[config.mk]
export PLATFORM = sky130hd
export DESIGN_NAME = integer_to_ascii_formatter
export DESIGN_NICKNAME = d
export VERILOG_FILES = /design/src/design/i2a_pkg.sv /design/src/design/i2a_ram.sv /design/src/design/i2a_div.sv /design/src/design/integer_to_ascii_formatter.sv
export SDC_FILE = /design/constraint.sdc
export NUM_CORES = 1
export LEC_CHECK = 0
export BUFFER_PORTS_ARGS = -buffer_cell sky130_fd_sc_hd__clkbuf_2
export CAP_MARGIN = 20
export CORE_AREA = 2 2 270 166
export CTS_CLUSTER_SIZE = 8
export DETAILED_ROUTE_END_ITERATION = 6
export DIE_AREA = 0 0 272 168
export GPL_TIMING_DRIVEN = 0
export PLACE_DENSITY = 0.81
export SYNTH_ARGS = -nofsm -noshare
export SYNTH_HDL_FRONTEND = slang
export SYNTH_SLANG_ARGS = --single-unit
[constraint.sdc]
create_clock -name clk -period 37.8 [get_ports clk]
set_input_delay 7.56 -clock clk [delete_from_list [all_inputs] [get_ports clk]]
set_output_delay 7.56 -clock clk [all_outputs]
set_load 0.03 [all_outputs]
[src/design/i2a_pkg.sv]
package i2a_pkg;

	localparam int VALUE_W   = 64;
	localparam int RADIX_W   = 5;
	localparam int FW_W      = 7;
	localparam int CHAR_W    = 7;
	localparam int MAX_CHARS = 64;

	localparam int STEP_W    = 8;
	localparam int STEPS     = VALUE_W / STEP_W;
	localparam int IDX_W     = $clog2(STEPS);

	localparam int DIGIT_W   = 4;
	localparam int DIG_DEPTH = VALUE_W;
	localparam int DADDR_W   = $clog2(DIG_DEPTH);
	localparam int ND_W      = $clog2(DIG_DEPTH + 1);
	localparam int CNT_W     = $clog2(MAX_CHARS + 1);
	localparam int POS_W     = 8;
	localparam int SZ_W      = FW_W + 2;

	localparam logic [RADIX_W-1:0] RADIX_MIN = RADIX_W'(2);
	localparam logic [RADIX_W-1:0] RADIX_MAX = RADIX_W'(16);
	localparam logic [RADIX_W-1:0] RADIX_OCT = RADIX_W'(8);
	localparam logic [RADIX_W-1:0] RADIX_BIN = RADIX_W'(2);
	localparam logic [RADIX_W-1:0] RADIX_HEX = RADIX_W'(16);

	localparam logic [CHAR_W-1:0] CH_SPACE = 7'h20;
	localparam logic [CHAR_W-1:0] CH_PLUS  = 7'h2B;
	localparam logic [CHAR_W-1:0] CH_MINUS = 7'h2D;
	localparam logic [CHAR_W-1:0] CH_ZERO  = 7'h30;
	localparam logic [CHAR_W-1:0] CH_UP_A  = 7'h41;
	localparam logic [CHAR_W-1:0] CH_UP_B  = 7'h42;
	localparam logic [CHAR_W-1:0] CH_UP_X  = 7'h58;
	localparam logic [CHAR_W-1:0] CH_LOWER = 7'h20;

	typedef struct packed {
		logic start;
		logic load;
	} div_cmd_t;

	typedef struct packed {
		logic               done;
		logic               zero;
		logic [DIGIT_W-1:0] digit;
	} div_sts_t;

	function automatic logic [CHAR_W-1:0] digit_char(input logic [DIGIT_W-1:0] d,
		input logic lc);
		logic [CHAR_W-1:0] ch;
		if (d < DIGIT_W'(10)) begin
			ch = CH_ZERO + CHAR_W'(d);
		end else begin
			ch = (CH_UP_A + CHAR_W'(d) - CHAR_W'(10)) | (lc ? CH_LOWER : '0);
		end
		return ch;
	endfunction

endpackage

[src/design/i2a_ram.sv]
module i2a_ram #(
	parameter int WIDTH = 4,
	parameter int DEPTH = 64
) (
	input  logic                     clk,
	input  logic                     we,
	input  logic [$clog2(DEPTH)-1:0] waddr,
	input  logic [WIDTH-1:0]         wdata,
	input  logic [$clog2(DEPTH)-1:0] raddr,
	output logic [WIDTH-1:0]         rdata
);

	logic [WIDTH-1:0] mem_q [DEPTH];
	logic [WIDTH-1:0] rdata_q;

	always_ff @(posedge clk) begin
		if (we) begin
			mem_q[waddr] <= wdata;
		end
		rdata_q <= mem_q[raddr];
	end

	assign rdata = rdata_q;

endmodule

[src/design/i2a_div.sv]
module i2a_div (
	input  logic                           clk,
	input  logic                           arst_n,
	input  i2a_pkg::div_cmd_t              cmd,
	input  logic [i2a_pkg::VALUE_W-1:0]    operand,
	input  logic [i2a_pkg::RADIX_W-1:0]    radix,
	output i2a_pkg::div_sts_t              sts
);

	logic [i2a_pkg::VALUE_W-1:0] val_q;
	logic [i2a_pkg::IDX_W-1:0]   idx_q;
	logic [i2a_pkg::DIGIT_W-1:0] rem_q;
	logic                        run_q;
	logic                        done_q;

	logic [i2a_pkg::VALUE_W-1:0] src;
	logic [i2a_pkg::IDX_W-1:0]   top_idx;
	logic [i2a_pkg::STEP_W-1:0]  byte_in;
	logic [i2a_pkg::STEP_W-1:0]  qbyte;
	logic [i2a_pkg::RADIX_W-1:0] r;

	always_comb begin
		src = cmd.load ? operand : val_q;
		top_idx = '0;
		for (int i = 0; i < i2a_pkg::STEPS; i++) begin
			if (src[i*i2a_pkg::STEP_W +: i2a_pkg::STEP_W] != '0) begin
				top_idx = i2a_pkg::IDX_W'(i);
			end
		end
	end

	// one quotient byte per cycle, restoring steps on the narrow remainder
	always_comb begin
		byte_in = val_q[idx_q*i2a_pkg::STEP_W +: i2a_pkg::STEP_W];
		r = i2a_pkg::RADIX_W'(rem_q);
		qbyte = '0;
		for (int j = i2a_pkg::STEP_W - 1; j >= 0; j--) begin
			r = {r[i2a_pkg::RADIX_W-2:0], byte_in[j]};
			if (r >= radix) begin
				r = r - radix;
				qbyte[j] = 1'b1;
			end
		end
	end

	always_ff @(posedge clk or negedge arst_n) begin
		if (!arst_n) begin
			run_q  <= 1'b0;
			done_q <= 1'b0;
		end else if (cmd.start) begin
			run_q  <= 1'b1;
			done_q <= 1'b0;
		end else if (run_q) begin
			if (idx_q == '0) begin
				run_q  <= 1'b0;
				done_q <= 1'b1;
			end
		end else begin
			done_q <= 1'b0;
		end
	end

	always_ff @(posedge clk) begin
		if (cmd.start) begin
			val_q <= src;
			idx_q <= top_idx;
			rem_q <= '0;
		end else if (run_q) begin
			val_q[idx_q*i2a_pkg::STEP_W +: i2a_pkg::STEP_W] <= qbyte;
			rem_q <= r[i2a_pkg::DIGIT_W-1:0];
			if (idx_q != '0) begin
				idx_q <= idx_q - i2a_pkg::IDX_W'(1);
			end
		end
	end

	assign sts.done  = done_q;
	assign sts.zero  = (val_q == '0);
	assign sts.digit = rem_q;

endmodule

[src/design/integer_to_ascii_formatter.sv]
// Conversion: each digit is one divider pass over the bytes of the running quotient, from
// its highest nonzero byte down; the field is then sized in ST_PAD and ST_BND before
// output starts.
// Throughput: then one character per cycle unless out_ready stalls the output, at most
// 64 per item; the next item is taken once the last character is in the output register.
// Reset: arst_n clears the sequencer and output valid asynchronously; ready after reset.
module integer_to_ascii_formatter (
	input  logic                            clk,
	input  logic                            arst_n,
	input  logic                            in_valid,
	output logic                            in_ready,
	input  logic [i2a_pkg::VALUE_W-1:0]     value,
	input  logic [i2a_pkg::RADIX_W-1:0]     radix,
	input  logic [i2a_pkg::FW_W-1:0]        min_width,
	input  logic [i2a_pkg::FW_W-1:0]        min_digits,
	input  logic                            left_justify,
	input  logic                            force_plus,
	input  logic                            space_sign,
	input  logic                            alt_prefix,
	input  logic                            zero_pad,
	input  logic                            lower_case,
	input  logic                            is_signed,
	output logic                            out_valid,
	input  logic                            out_ready,
	output logic [i2a_pkg::CHAR_W-1:0]      char_out,
	output logic                            last_char,
	output logic                            truncated
);

	typedef enum logic [4:0] {
		ST_IDLE = 5'b00001,
		ST_CONV = 5'b00010,
		ST_PAD  = 5'b00100,
		ST_BND  = 5'b01000,
		ST_EMIT = 5'b10000
	} state_t;

	localparam int POS_W = i2a_pkg::POS_W;
	localparam int FW_W  = i2a_pkg::FW_W;
	localparam int CNT_W = i2a_pkg::CNT_W;
	localparam int SZ_W  = i2a_pkg::SZ_W;

	state_t state_q, state_d;

	logic [i2a_pkg::RADIX_W-1:0] radix_q;
	logic [FW_W-1:0]             fw_q;
	logic [FW_W-1:0]             md_q;
	logic                        left_q;
	logic                        zp_q;
	logic                        alt_q;
	logic                        lc_q;
	logic                        sgn_q;
	logic [i2a_pkg::CHAR_W-1:0]  sgn_ch_q;
	logic [i2a_pkg::ND_W-1:0]    nd_q;
	logic [FW_W-1:0]             prec_q;
	logic [FW_W-1:0]             pad_q;
	logic [POS_W-1:0]            b1_q, b2_q, b3_q, b5_q, b6_q;
	logic [CNT_W-1:0]            cnt_q;
	logic                        over_q;
	logic [CNT_W-1:0]            k_q;
	logic [i2a_pkg::DADDR_W-1:0] dptr_q, dptr_d;

	logic                        out_valid_q;
	logic [i2a_pkg::CHAR_W-1:0]  char_q;
	logic                        last_q;
	logic                        trunc_q;

	logic                        in_beat;
	logic                        radix_ok;
	logic                        neg;
	logic [i2a_pkg::VALUE_W-1:0] mag;
	i2a_pkg::div_cmd_t           div_cmd;
	i2a_pkg::div_sts_t           div_sts;
	logic                        dig_we;
	logic [i2a_pkg::DIGIT_W-1:0] rd_digit;

	logic                        p8;
	logic [FW_W-1:0]             prec;
	logic [SZ_W-1:0]             sz;
	logic [FW_W-1:0]             pad;
	logic [POS_W-1:0]            pref_n, lead_n, zpad_n, trail_n, zeros_n;
	logic [POS_W-1:0]            c1, c2, c3, c4, c5, c6, total;

	logic                        load;
	logic [POS_W-1:0]            kx;
	logic                        in_dig;
	logic                        is_last;
	logic [CNT_W-1:0]            k_nx;
	logic [i2a_pkg::CHAR_W-1:0]  ch;

	assign in_ready = (state_q == ST_IDLE);
	assign in_beat  = in_valid && in_ready;
	assign radix_ok = radix inside {[i2a_pkg::RADIX_MIN:i2a_pkg::RADIX_MAX]};
	assign neg      = is_signed && value[i2a_pkg::VALUE_W-1];
	assign mag      = neg ? (~value + i2a_pkg::VALUE_W'(1)) : value;

	assign div_cmd.load  = in_beat;
	assign div_cmd.start = (in_beat && radix_ok) ||
		((state_q == ST_CONV) && div_sts.done && !div_sts.zero);
	assign dig_we = (state_q == ST_CONV) && div_sts.done;

	i2a_div u_div (
		.clk     (clk),
		.arst_n  (arst_n),
		.cmd     (div_cmd),
		.operand (mag),
		.radix   (radix_q),
		.sts     (div_sts)
	);

	i2a_ram #(
		.WIDTH (i2a_pkg::DIGIT_W),
		.DEPTH (i2a_pkg::DIG_DEPTH)
	) u_digits (
		.clk   (clk),
		.we    (dig_we),
		.waddr (nd_q[i2a_pkg::DADDR_W-1:0]),
		.wdata (div_sts.digit),
		.raddr (dptr_d),
		.rdata (rd_digit)
	);

	// field sizing
	always_comb begin
		p8   = alt_q && (radix_q == i2a_pkg::RADIX_OCT);
		prec = (FW_W'(nd_q) > md_q) ? FW_W'(nd_q) : md_q;
		sz   = SZ_W'(fw_q) - SZ_W'(sgn_q) - SZ_W'(p8) - SZ_W'(prec);
		pad  = (!sz[SZ_W-1] && (sz != '0)) ? sz[FW_W-1:0] : '0;
	end

	// segment boundaries
	always_comb begin
		if (!alt_q) begin
			pref_n = '0;
		end else if (radix_q == i2a_pkg::RADIX_OCT) begin
			pref_n = POS_W'(1);
		end else if (radix_q == i2a_pkg::RADIX_BIN || radix_q == i2a_pkg::RADIX_HEX) begin
			pref_n = POS_W'(2);
		end else begin
			pref_n = '0;
		end
		lead_n  = (!zp_q && !left_q) ? POS_W'(pad_q) : '0;
		zpad_n  = zp_q ? POS_W'(pad_q) : '0;
		trail_n = left_q ? POS_W'(pad_q) : '0;
		zeros_n = POS_W'(prec_q) - POS_W'(nd_q);
		c1      = lead_n;
		c2      = c1 + POS_W'(sgn_q);
		c3      = c2 + pref_n;
		c4      = c3 + zpad_n;
		c5      = c4 + zeros_n;
		c6      = c5 + POS_W'(nd_q);
		total   = c6 + trail_n;
	end

	// character at the current position
	always_comb begin
		load    = (state_q == ST_EMIT) && (!out_valid_q || out_ready);
		kx      = POS_W'(k_q);
		in_dig  = (kx >= b5_q) && (kx < b6_q);
		k_nx    = k_q + CNT_W'(1);
		is_last = (k_nx == cnt_q);
		if (kx < b1_q) begin
			ch = i2a_pkg::CH_SPACE;
		end else if (kx < b2_q) begin
			ch = sgn_ch_q;
		end else if (kx < b3_q) begin
			if (kx == b2_q) begin
				ch = i2a_pkg::CH_ZERO;
			end else begin
				ch = ((radix_q == i2a_pkg::RADIX_HEX) ? i2a_pkg::CH_UP_X : i2a_pkg::CH_UP_B) |
					(lc_q ? i2a_pkg::CH_LOWER : '0);
			end
		end else if (kx < b5_q) begin
			ch = i2a_pkg::CH_ZERO;
		end else if (in_dig) begin
			ch = i2a_pkg::digit_char(rd_digit, lc_q);
		end else begin
			ch = i2a_pkg::CH_SPACE;
		end
	end

	// read address leads the pointer so the digit is ready when needed
	always_comb begin
		if (state_q == ST_PAD || state_q == ST_BND) begin
			dptr_d = i2a_pkg::DADDR_W'(nd_q - i2a_pkg::ND_W'(1));
		end else if (load && in_dig) begin
			dptr_d = dptr_q - i2a_pkg::DADDR_W'(1);
		end else begin
			dptr_d = dptr_q;
		end
	end

	always_comb begin
		state_d = state_q;
		case (state_q)
			ST_IDLE: begin
				if (in_beat && radix_ok) begin
					state_d = ST_CONV;
				end
			end
			ST_CONV: begin
				if (div_sts.done && div_sts.zero) begin
					state_d = ST_PAD;
				end
			end
			ST_PAD: begin
				state_d = ST_BND;
			end
			ST_BND: begin
				state_d = ST_EMIT;
			end
			ST_EMIT: begin
				if (load && is_last) begin
					state_d = ST_IDLE;
				end
			end
			default: begin
				state_d = ST_IDLE;
			end
		endcase
	end

	always_ff @(posedge clk or negedge arst_n) begin
		if (!arst_n) begin
			state_q     <= ST_IDLE;
			out_valid_q <= 1'b0;
		end else begin
			state_q <= state_d;
			if (load) begin
				out_valid_q <= 1'b1;
			end else if (out_ready) begin
				out_valid_q <= 1'b0;
			end
		end
	end

	always_ff @(posedge clk) begin
		if (in_beat) begin
			radix_q <= radix;
			fw_q    <= min_width;
			md_q    <= min_digits;
			left_q  <= left_justify;
			zp_q    <= zero_pad && !left_justify;
			alt_q   <= alt_prefix;
			lc_q    <= lower_case;
			sgn_q   <= is_signed && (neg || force_plus || space_sign);
			if (neg) begin
				sgn_ch_q <= i2a_pkg::CH_MINUS;
			end else if (force_plus) begin
				sgn_ch_q <= i2a_pkg::CH_PLUS;
			end else begin
				sgn_ch_q <= i2a_pkg::CH_SPACE;
			end
			nd_q <= '0;
		end else if (dig_we) begin
			nd_q <= nd_q + i2a_pkg::ND_W'(1);
		end
		if (state_q == ST_PAD) begin
			prec_q <= prec;
			pad_q  <= pad;
		end
		if (state_q == ST_BND) begin
			b1_q   <= c1;
			b2_q   <= c2;
			b3_q   <= c3;
			b5_q   <= c5;
			b6_q   <= c6;
			over_q <= (total > POS_W'(i2a_pkg::MAX_CHARS));
			cnt_q  <= (total > POS_W'(i2a_pkg::MAX_CHARS)) ?
				CNT_W'(i2a_pkg::MAX_CHARS) : CNT_W'(total);
			k_q    <= '0;
		end else if (load) begin
			k_q <= k_nx;
		end
		dptr_q <= dptr_d;
		if (load) begin
			char_q  <= ch;
			last_q  <= is_last;
			trunc_q <= is_last && over_q;
		end
	end

	assign out_valid = out_valid_q;
	assign char_out  = char_q;
	assign last_char = last_q;
	assign truncated = trunc_q;

endmodule
==> results of run 1 <==
==> critical path: cells and delay by family (launching register included) <==
family          cells  cell delay [ps]
simple gates        8              850
compound gates     23             4810
mux                 9             3870
buf+inv            10             5750
flops               1              390
fa+ha+maj           8             2290
==> final cells by class <==
cell class	count	area, sq um	share of cell area
diodes	1	2.50	0.0000865
flip-flops and latches	456	13400	0.462
plain buffers	106	428	0.0148
well taps	589	737	0.0255
inverters	141	529	0.0183
clock inverters	2	25.0	0.000865
clock buffers	103	1830	0.0633
repair buffers	117	674	0.0233
multi-input cells	1514	11300	0.391
==> cells in the mapped netlist (all sizes together) (27+ instances only) <==
cell type	number	area, sq um
fa	27	541
a221o	60	601
buf	31	145
xor2	70	613
mux2i	111	1110
nor4	37	244
a21oi	146	731
nand2	151	569
nand3	28	140
nand2b	29	181
xnor2	77	674
nor2	164	616
o22ai	57	357
nor3	34	175
edfxtp	420	12600
clkbuf	75	282
inv	139	522
dfxtp	28	561
o21ai	65	325
ha	128	1600
==> stage by stage <==
stage                     setup WS, ps  area (sq um)  instances
after floorplan                  23590         25600       2217
after global placement           20350         26900       2910
after detailed placement         20210         27100       2923
after CTS                        20130         28900       3028
after global routing             18970         28900       3029
final                            19700         28900       3029
==> metal layers <==
metal | up-vias | track usage | routed length [microns]
li1 | 8707 | - | -
met2 | 1445 | 0.467 | 30800
met5 | - | 0 | 0
met3 | 178 | 0.101 | 11100
met1 | 9543 | 0.497 | 31300
met4 | 0 | 0.0829 | 1870
==> cells by family after synthesis <==
kind of cell	count (synthesis)	synth area share
mux	152	0.0684
compound gates	470	0.123
flops	456	0.522
simple gates	590	0.116
fa+ha+maj	155	0.0836
xor+xnor	147	0.0502
buf+inv	247	0.0373
==> state kept, by name, summed over array words and instances, names as in the netlist, 3 cells and up <==
register	cells
b6_q	8
u_digits.mem_q	256
k_q	7
char_out	7
u_div.val_q	64
u_digits.rdata	4
b1_q	7
sgn_ch_q	3
u_div.rem_q	4
prec_q	7
u_div.idx_q	3
nd_q	7
md_q	7
b2_q	8
cnt_q	7
pad_q	7
fw_q	7
dptr_q	6
b3_q	8
radix_q	5
state_q	5
b5_q	8
==> placed cells by master, fill, tap and decap left out, drive strengths merged, types with 8 or more instances in the layout <==
cell    count
and3       13
xor2       70
o41ai       9
o21bai     10
or4        17
clkbuf    282
ha        128
buf        44
mux2       25
nor2      164
xnor2      77
nand4      21
o21ai      65
a41oi      19
o22ai      57
inv       140
fa         27
a21oi     146
and2       22
a221o      60
or3        13
nor4       37
mux2i     111
edfxtp    420
nor2b      20
a21o       25
o31ai      13
or2         9
nand2     151
nor3       34
nand2b     29
dfxtp      28
nand3      28
a31oi      23
mux4       16
o21a        8
==> how the worst max path moves through the flow <==
stage | depth (start not counted) | slack, ps | endpoint | startpoint
after floorplan | 72 | 23590 | u_div.rem_q[3]$_SDFFE_PP0P_ | u_div.idx_q[0]$_DFFE_PP_
after CTS | 58 | 20130 | u_div.rem_q[3]$_SDFFE_PP0P_ | u_div.idx_q[0]$_DFFE_PP_
final | 58 | 19700 | u_div.rem_q[3]$_SDFFE_PP0P_ | u_div.idx_q[0]$_DFFE_PP_
after global placement | 54 | 20350 | u_div.rem_q[3]$_SDFFE_PP0P_ | u_div.rem_q[0]$_SDFFE_PP0P_
after detailed placement | 62 | 20210 | u_div.rem_q[3]$_SDFFE_PP0P_ | u_div.idx_q[0]$_DFFE_PP_
after global routing | 62 | 18970 | u_div.rem_q[3]$_SDFFE_PP0P_ | u_div.idx_q[0]$_DFFE_PP_
==> metrics.log, run 1 <==
[metrics] root cell of the clock tree: sky130_fd_sc_hd__clkbuf_16
[metrics] drt first pass iters: 6
[metrics] Netlist Area Pre-Place: 25600 sq um
[metrics] hold depth: 1
[metrics] Hold Path End: truncated$_DFFE_PP_
[metrics] via count of the first global-routing pass: 19100
[metrics] cells resized by post-CTS repair: 0
[metrics] hold violation count in the final report: 0
[metrics] horizontal die dimension: 272 microns
[metrics] worst relative slew slack: 0.227
[metrics] fill cell instance count of the final layout: 3245
[metrics] number of H-tree levels: 3
[metrics] Worst path most repeated cell: sky130_fd_sc_hd__clkbuf_1
[metrics] count of pins on the block boundary: 105
[metrics] total negative slack: 0 ps
[metrics] half-perimeter wire length after placement: 55700 microns
[metrics] number of routed nets with antenna violations: 0
[metrics] Avg WL per Cell: 24.8 microns
[metrics] signed area change from the synthesized netlist to the final layout: 12.9%
[metrics] clock insertion delay at the later pin of the skew report: 590 ps
[metrics] launching point of the worst reg2reg path: u_div.idx_q[0]$_DFFE_PP_
[metrics] starting density of the core: 0.588
[metrics] DRC viols: 0
[metrics] CTS Sinks: 456
[metrics] flip-flop and latch count after synthesis: 456
[metrics] cell row count: 60
[metrics] final core utilization: 0.663
[metrics] number of violations reported at the end of detailed-routing iteration 0: 2903
[metrics] buffer count from post-CTS setup fixing: 0
[metrics] count of hold buffers inserted by post-cts repair: 0
[metrics] transition time of the tightest slew-check pin: 1150 ps
[metrics] Post-Route WL: 75100 microns
[metrics] type of the worst setup path: register to register
[metrics] largest net degree at the start of global routing: 48
[metrics] number of failing setup endpoints in the final timing report: 0
[metrics] area of the core: 43600 sq um
[metrics] cell at the slowest stage of the critical path: sky130_fd_sc_hd__clkbuf_1
[metrics] clock-pin slew on the worst setup and hold paths: 50 ps
[metrics] worst r2r dst: u_div.rem_q[3]$_SDFFE_PP0P_
[metrics] top flip-flop cell by instance count after synthesis: sky130_fd_sc_hd__edfxtp_1
[metrics] RePlAce Congestion: 0.999
[metrics] deepest clock path buffer count: 3
[metrics] CTS Buf Count: 66
[metrics] fraction of the cycle the final worst path needs: 0.479
[metrics] post-synthesis async set-or-reset flop share: 0.0175
[metrics] die area: 45700 sq um
[metrics] Hold Worst Slack: 543 ps
[metrics] count of input and output buffers: 104
[metrics] remaining global-route overflow: 0
[metrics] All-Layer GR Usage: 0.330
[metrics] top fanout value on the critical path: 10
[metrics] outcome: complete, no violations
[metrics] number of enable-type register cells in the synthesized netlist: 420
[metrics] mean cell area of the mapped netlist: 11.6 sq um
[metrics] Setup crit start kind: register
[metrics] vertical die dimension: 168 microns
[metrics] fraction of final layout cells with drive strength greater than 1: 0.120
[metrics] CTS tree: yes
[metrics] maxcap violations: 0
[metrics] number of nets in the layout: 2651
[metrics] type of destination of the critical path: register
[metrics] start point of the worst min-delay path: over_q$_DFFE_PN_
[metrics] final critical-path required period: 18100 ps
[metrics] Critical Path RT: 38260 ps
[metrics] number of standard cells after synthesis: 2217
[metrics] reg2reg setup slack: 19700 ps
[metrics] RSZ-0062 raised after global routing: false
[metrics] clock skew: 34.5 ps
[metrics] count of final max-slew check failures: 0
[metrics] syn_nets: 2466
[metrics] Vias: 19900
[metrics] count of synthesis-stage warnings from yosys: 0
[metrics] critical path's largest stage delay: 730 ps
[metrics] global-route wire length before repair: 114000 microns
[metrics] maximum clock rate: 55.2 MHz
[metrics] antenna violations before repair: 1
[metrics] number of distinct library cells after synthesis: 80
[metrics] mean number of vias per cell: 6.56
[metrics] Seq/Total Area, Yosys: 0.522
[metrics] r2r worst-path depth: 58
[metrics] worst min-delay path class: register to register
[metrics] critical path data arrival time: 18560 ps
Power of run 1 is not shown: default switching activity piles up to over one toggle a cycle in this logic, so the estimate is an artifact.
==> run 2: changes to the inputs <==
ABC_AREA = 1   (was not set)
CORE_AREA = 2 2 291 178   (was 2 2 270 166)
DIE_AREA = 0 0 293 180   (was 0 0 272 168)
clock period = 15.45 ns   (was 37.8 ns; I/O delays follow)
==> metrics.log, run 2 <==
[metrics] count of final max-slew check failures: 0
[metrics] critical path's largest stage delay: 400 ps
[metrics] remaining global-route overflow: 0
[metrics] clock-pin slew on the worst setup and hold paths: 60 ps
[metrics] fraction of final layout cells with drive strength greater than 1: 0.0975
[metrics] largest net degree at the start of global routing: 68
[metrics] top cell type's share of synthesized area: 0.445
[metrics] clock insertion delay at the later pin of the skew report: 600 ps
[metrics] Setup crit start kind: register
[metrics] Biggest register: u_digits.mem_q
[metrics] Avg WL per Cell: 23.7 microns
[metrics] Critical Path RT: 15740 ps
[metrics] RePlAce Congestion: 1.06
[metrics] CTS Buf Count: 66
[metrics] Vias: 25300
[metrics] leading cell type by number of instances after synthesis: sky130_fd_sc_hd__nand2_1
[metrics] met2 routed wirelength: 38500 microns
[metrics] worst relative slew slack: 0.294
[metrics] die area: 52700 sq um
[metrics] mean number of vias per cell: 6.01
[metrics] leading cell types in the layout, fill and taps excluded: sky130_fd_sc_hd__nand2_1, sky130_fd_sc_hd__inv_1, sky130_fd_sc_hd__edfxtp_1, sky130_fd_sc_hd__nand3_1, sky130_fd_sc_hd__nor2_1
[metrics] via count of the first global-routing pass: 23500
[metrics] antenna violations before repair: 9
[metrics] number of distinct library cells after synthesis: 62
[metrics] RSZ-0062 raised after global routing: false
[metrics] Netlist Area Pre-Place: 28300 sq um
[metrics] top fanout value on the critical path: 10
[metrics] routed metal-1 wire length: 41300 microns
[metrics] Hold Worst Slack: 553 ps
[metrics] library cell occupying the most area in the post-synthesis netlist: sky130_fd_sc_hd__edfxtp_1
[metrics] vertical die dimension: 180 microns
[metrics] transition time of the tightest slew-check pin: 1060 ps
[metrics] worst min-delay path class: register to register
[metrics] number of enable-type register cells in the synthesized netlist: 420
[metrics] syn_nets: 3561
[metrics] mean cell area of the mapped netlist: 8.55 sq um
[metrics] number of nets in the layout: 3753
[metrics] number of standard cells after synthesis: 3312
[metrics] count of hold buffers inserted by post-cts repair: 0
[metrics] global-route wire length before repair: 147000 microns
[metrics] Seq/Total Area, Yosys: 0.472
[metrics] cell row count: 64
[metrics] number of failing setup endpoints in the final timing report: 0
[metrics] starting density of the core: 0.564
[metrics] count of synthesis-stage warnings from yosys: 0
[metrics] count of pins on the block boundary: 105
[metrics] final critical-path required period: 14410 ps
[metrics] drt first pass iters: 7
[metrics] count of input and output buffers: 104
[metrics] signed area change from the synthesized netlist to the final layout: 12.3%
[metrics] critical path data arrival time: 14700 ps
[metrics] clock skew: 37.0 ps
[metrics] length of routed met3 wiring: 17100 microns
[metrics] CTS Sinks: 456
[metrics] All-Layer GR Usage: 0.375
[metrics] area of the core: 50200 sq um
[metrics] hold violation count in the final report: 0
[metrics] number of flip-flops in the largest register: 256
[metrics] number of routed nets with antenna violations: 0
[metrics] Post-Route WL: 99400 microns
[metrics] deepest clock path buffer count: 3
[metrics] half-perimeter wire length after placement: 76100 microns
[metrics] type of the worst setup path: register to register
[metrics] DR top layer: met5
[metrics] maximum clock rate: 69.4 MHz
[metrics] root cell of the clock tree: sky130_fd_sc_hd__clkbuf_16
[metrics] post-synthesis async set-or-reset flop share: 0.0175
[metrics] top area cells in the synthesized netlist: sky130_fd_sc_hd__edfxtp_1, sky130_fd_sc_hd__nand2_1, sky130_fd_sc_hd__nand3_1, sky130_fd_sc_hd__inv_1, sky130_fd_sc_hd__ha_1
[metrics] fill cell instance count of the final layout: 4152
[metrics] top flip-flop cell by instance count after synthesis: sky130_fd_sc_hd__edfxtp_1
[metrics] total negative slack: 0 ps
[metrics] fraction of the cycle the final worst path needs: 0.932
[metrics] flip-flop and latch count after synthesis: 456
[metrics] horizontal die dimension: 293 microns
[metrics] CTS tree: yes
[metrics] outcome: complete, no violations
[metrics] Post-synth top cells: sky130_fd_sc_hd__nand2_1, sky130_fd_sc_hd__inv_1, sky130_fd_sc_hd__edfxtp_1, sky130_fd_sc_hd__nand3_1, sky130_fd_sc_hd__nor2_1
[metrics] largest registers in the final layout: u_digits.mem_q: 256 flops, u_div.val_q: 64 flops
[metrics] number of H-tree levels: 3
[metrics] most common library cell in the layout ignoring fill and taps: sky130_fd_sc_hd__nand2_1
[metrics] cell at the slowest stage of the critical path: sky130_fd_sc_hd__edfxtp_1
[metrics] number of violations reported at the end of detailed-routing iteration 0: 4153
[metrics] maxcap violations: 0
[metrics] DRC viols: 0
[metrics] type of destination of the critical path: register
==> run 2: cell count changes in the layout (fill, tap and decap cells not counted), moves of 82 or more <==
cell,delta
sky130_fd_sc_hd__nand3_1,+376
sky130_fd_sc_hd__o21ai_0,+82
sky130_fd_sc_hd__mux2i_1,-111
sky130_fd_sc_hd__nor2_1,+108
sky130_fd_sc_hd__nand3b_1,+92
sky130_fd_sc_hd__nand2_1,+503
sky130_fd_sc_hd__inv_1,+361
==> run 2: cell families after synthesis <==
kind of cell,synth area share
AOI/OAI and AO/OA,0.0733
xor gates and xnor gates,0.0330
adders and majority gates,0.0756
buffers and inverters,0.0885
DFF,0.472
and+or+nand+nor,0.257
==> run 2: worst paths after layout <==
kind / slack (ps) / to / cells past startpoint / startpoint
worst max-delay path: 1040 / u_div.val_q[40]$_DFFE_PP_ / 77 / u_div.idx_q[0]$_DFFE_PP_
worst min-delay path: 550 / u_div.done_q$_DFFE_PN0P_ / 2 / u_div.done_q$_DFFE_PN0P_
worst max register to register: 1040 / u_div.val_q[40]$_DFFE_PP_ / 77 / u_div.idx_q[0]$_DFFE_PP_
worst min register to register: 550 / u_div.done_q$_DFFE_PN0P_ / 2 / u_div.done_q$_DFFE_PN0P_
max in group asynchronous: 12840 / state_q[0]$_DFFE_PN1P_ / 1 / arst_n
min in group asynchronous: 2350 / u_div.run_q$_DFF_PN0_ / 1 / arst_n
==> run 2: metrics by stage <==
stage | setup slack [ps] | utilization | area, sq um | std cells
3_5_place_dp | -453 | 0.593 | 29800 | 4083
3_3_place_gp | -1330 | 0.591 | 29700 | 4076
2_1_floorplan | 3090 | - | 28300 | 3312
5_1_grt | 18.2 | 0.633 | 31800 | 4199
6_report | 1040 | 0.634 | 31800 | 4201
4_1_cts | 203 | 0.630 | 31700 | 4185
==> run 2: per-layer routing <==
metal / GRT usage / up-vias
met5: 0 / -
met4: 0.0890 / 12
met3: 0.162 / 183
met2: 0.500 / 1772
met1: 0.556 / 11800
li1: - / 11500
==> run 2: final cells by class <==
cell class / instances / area [sq um] / area share
clock buffer: 97 / 1790 / 0.0562
buffer: 123 / 586 / 0.0184
multi-input combinational: 2217 / 12500 / 0.393
tap: 660 / 826 / 0.0260
inverter: 515 / 1940 / 0.0608
timing repair buffer: 125 / 717 / 0.0225
sequential: 456 / 13400 / 0.421
antenna: 3 / 7.51 / 0.000236
clock inverter: 5 / 72.6 / 0.00228
==> run 2: critical path, delay by kind of cell (launching register included) <==
family,cells,cell delay [ps]
buf+inv,16,2810
flops,1,400
simple gates,19,2000
compound gates,34,6150
fa+ha+maj,8,2690
==> run 2: timing repair <==
action	4_1_cts	5_1_grt
endpoints found under the setup margin	12	12
pin swaps	0	1
setup buffers	0	12
gates resized for setup	4	21
gates cloned	0	0
Power of run 2 is left out for the same reason.
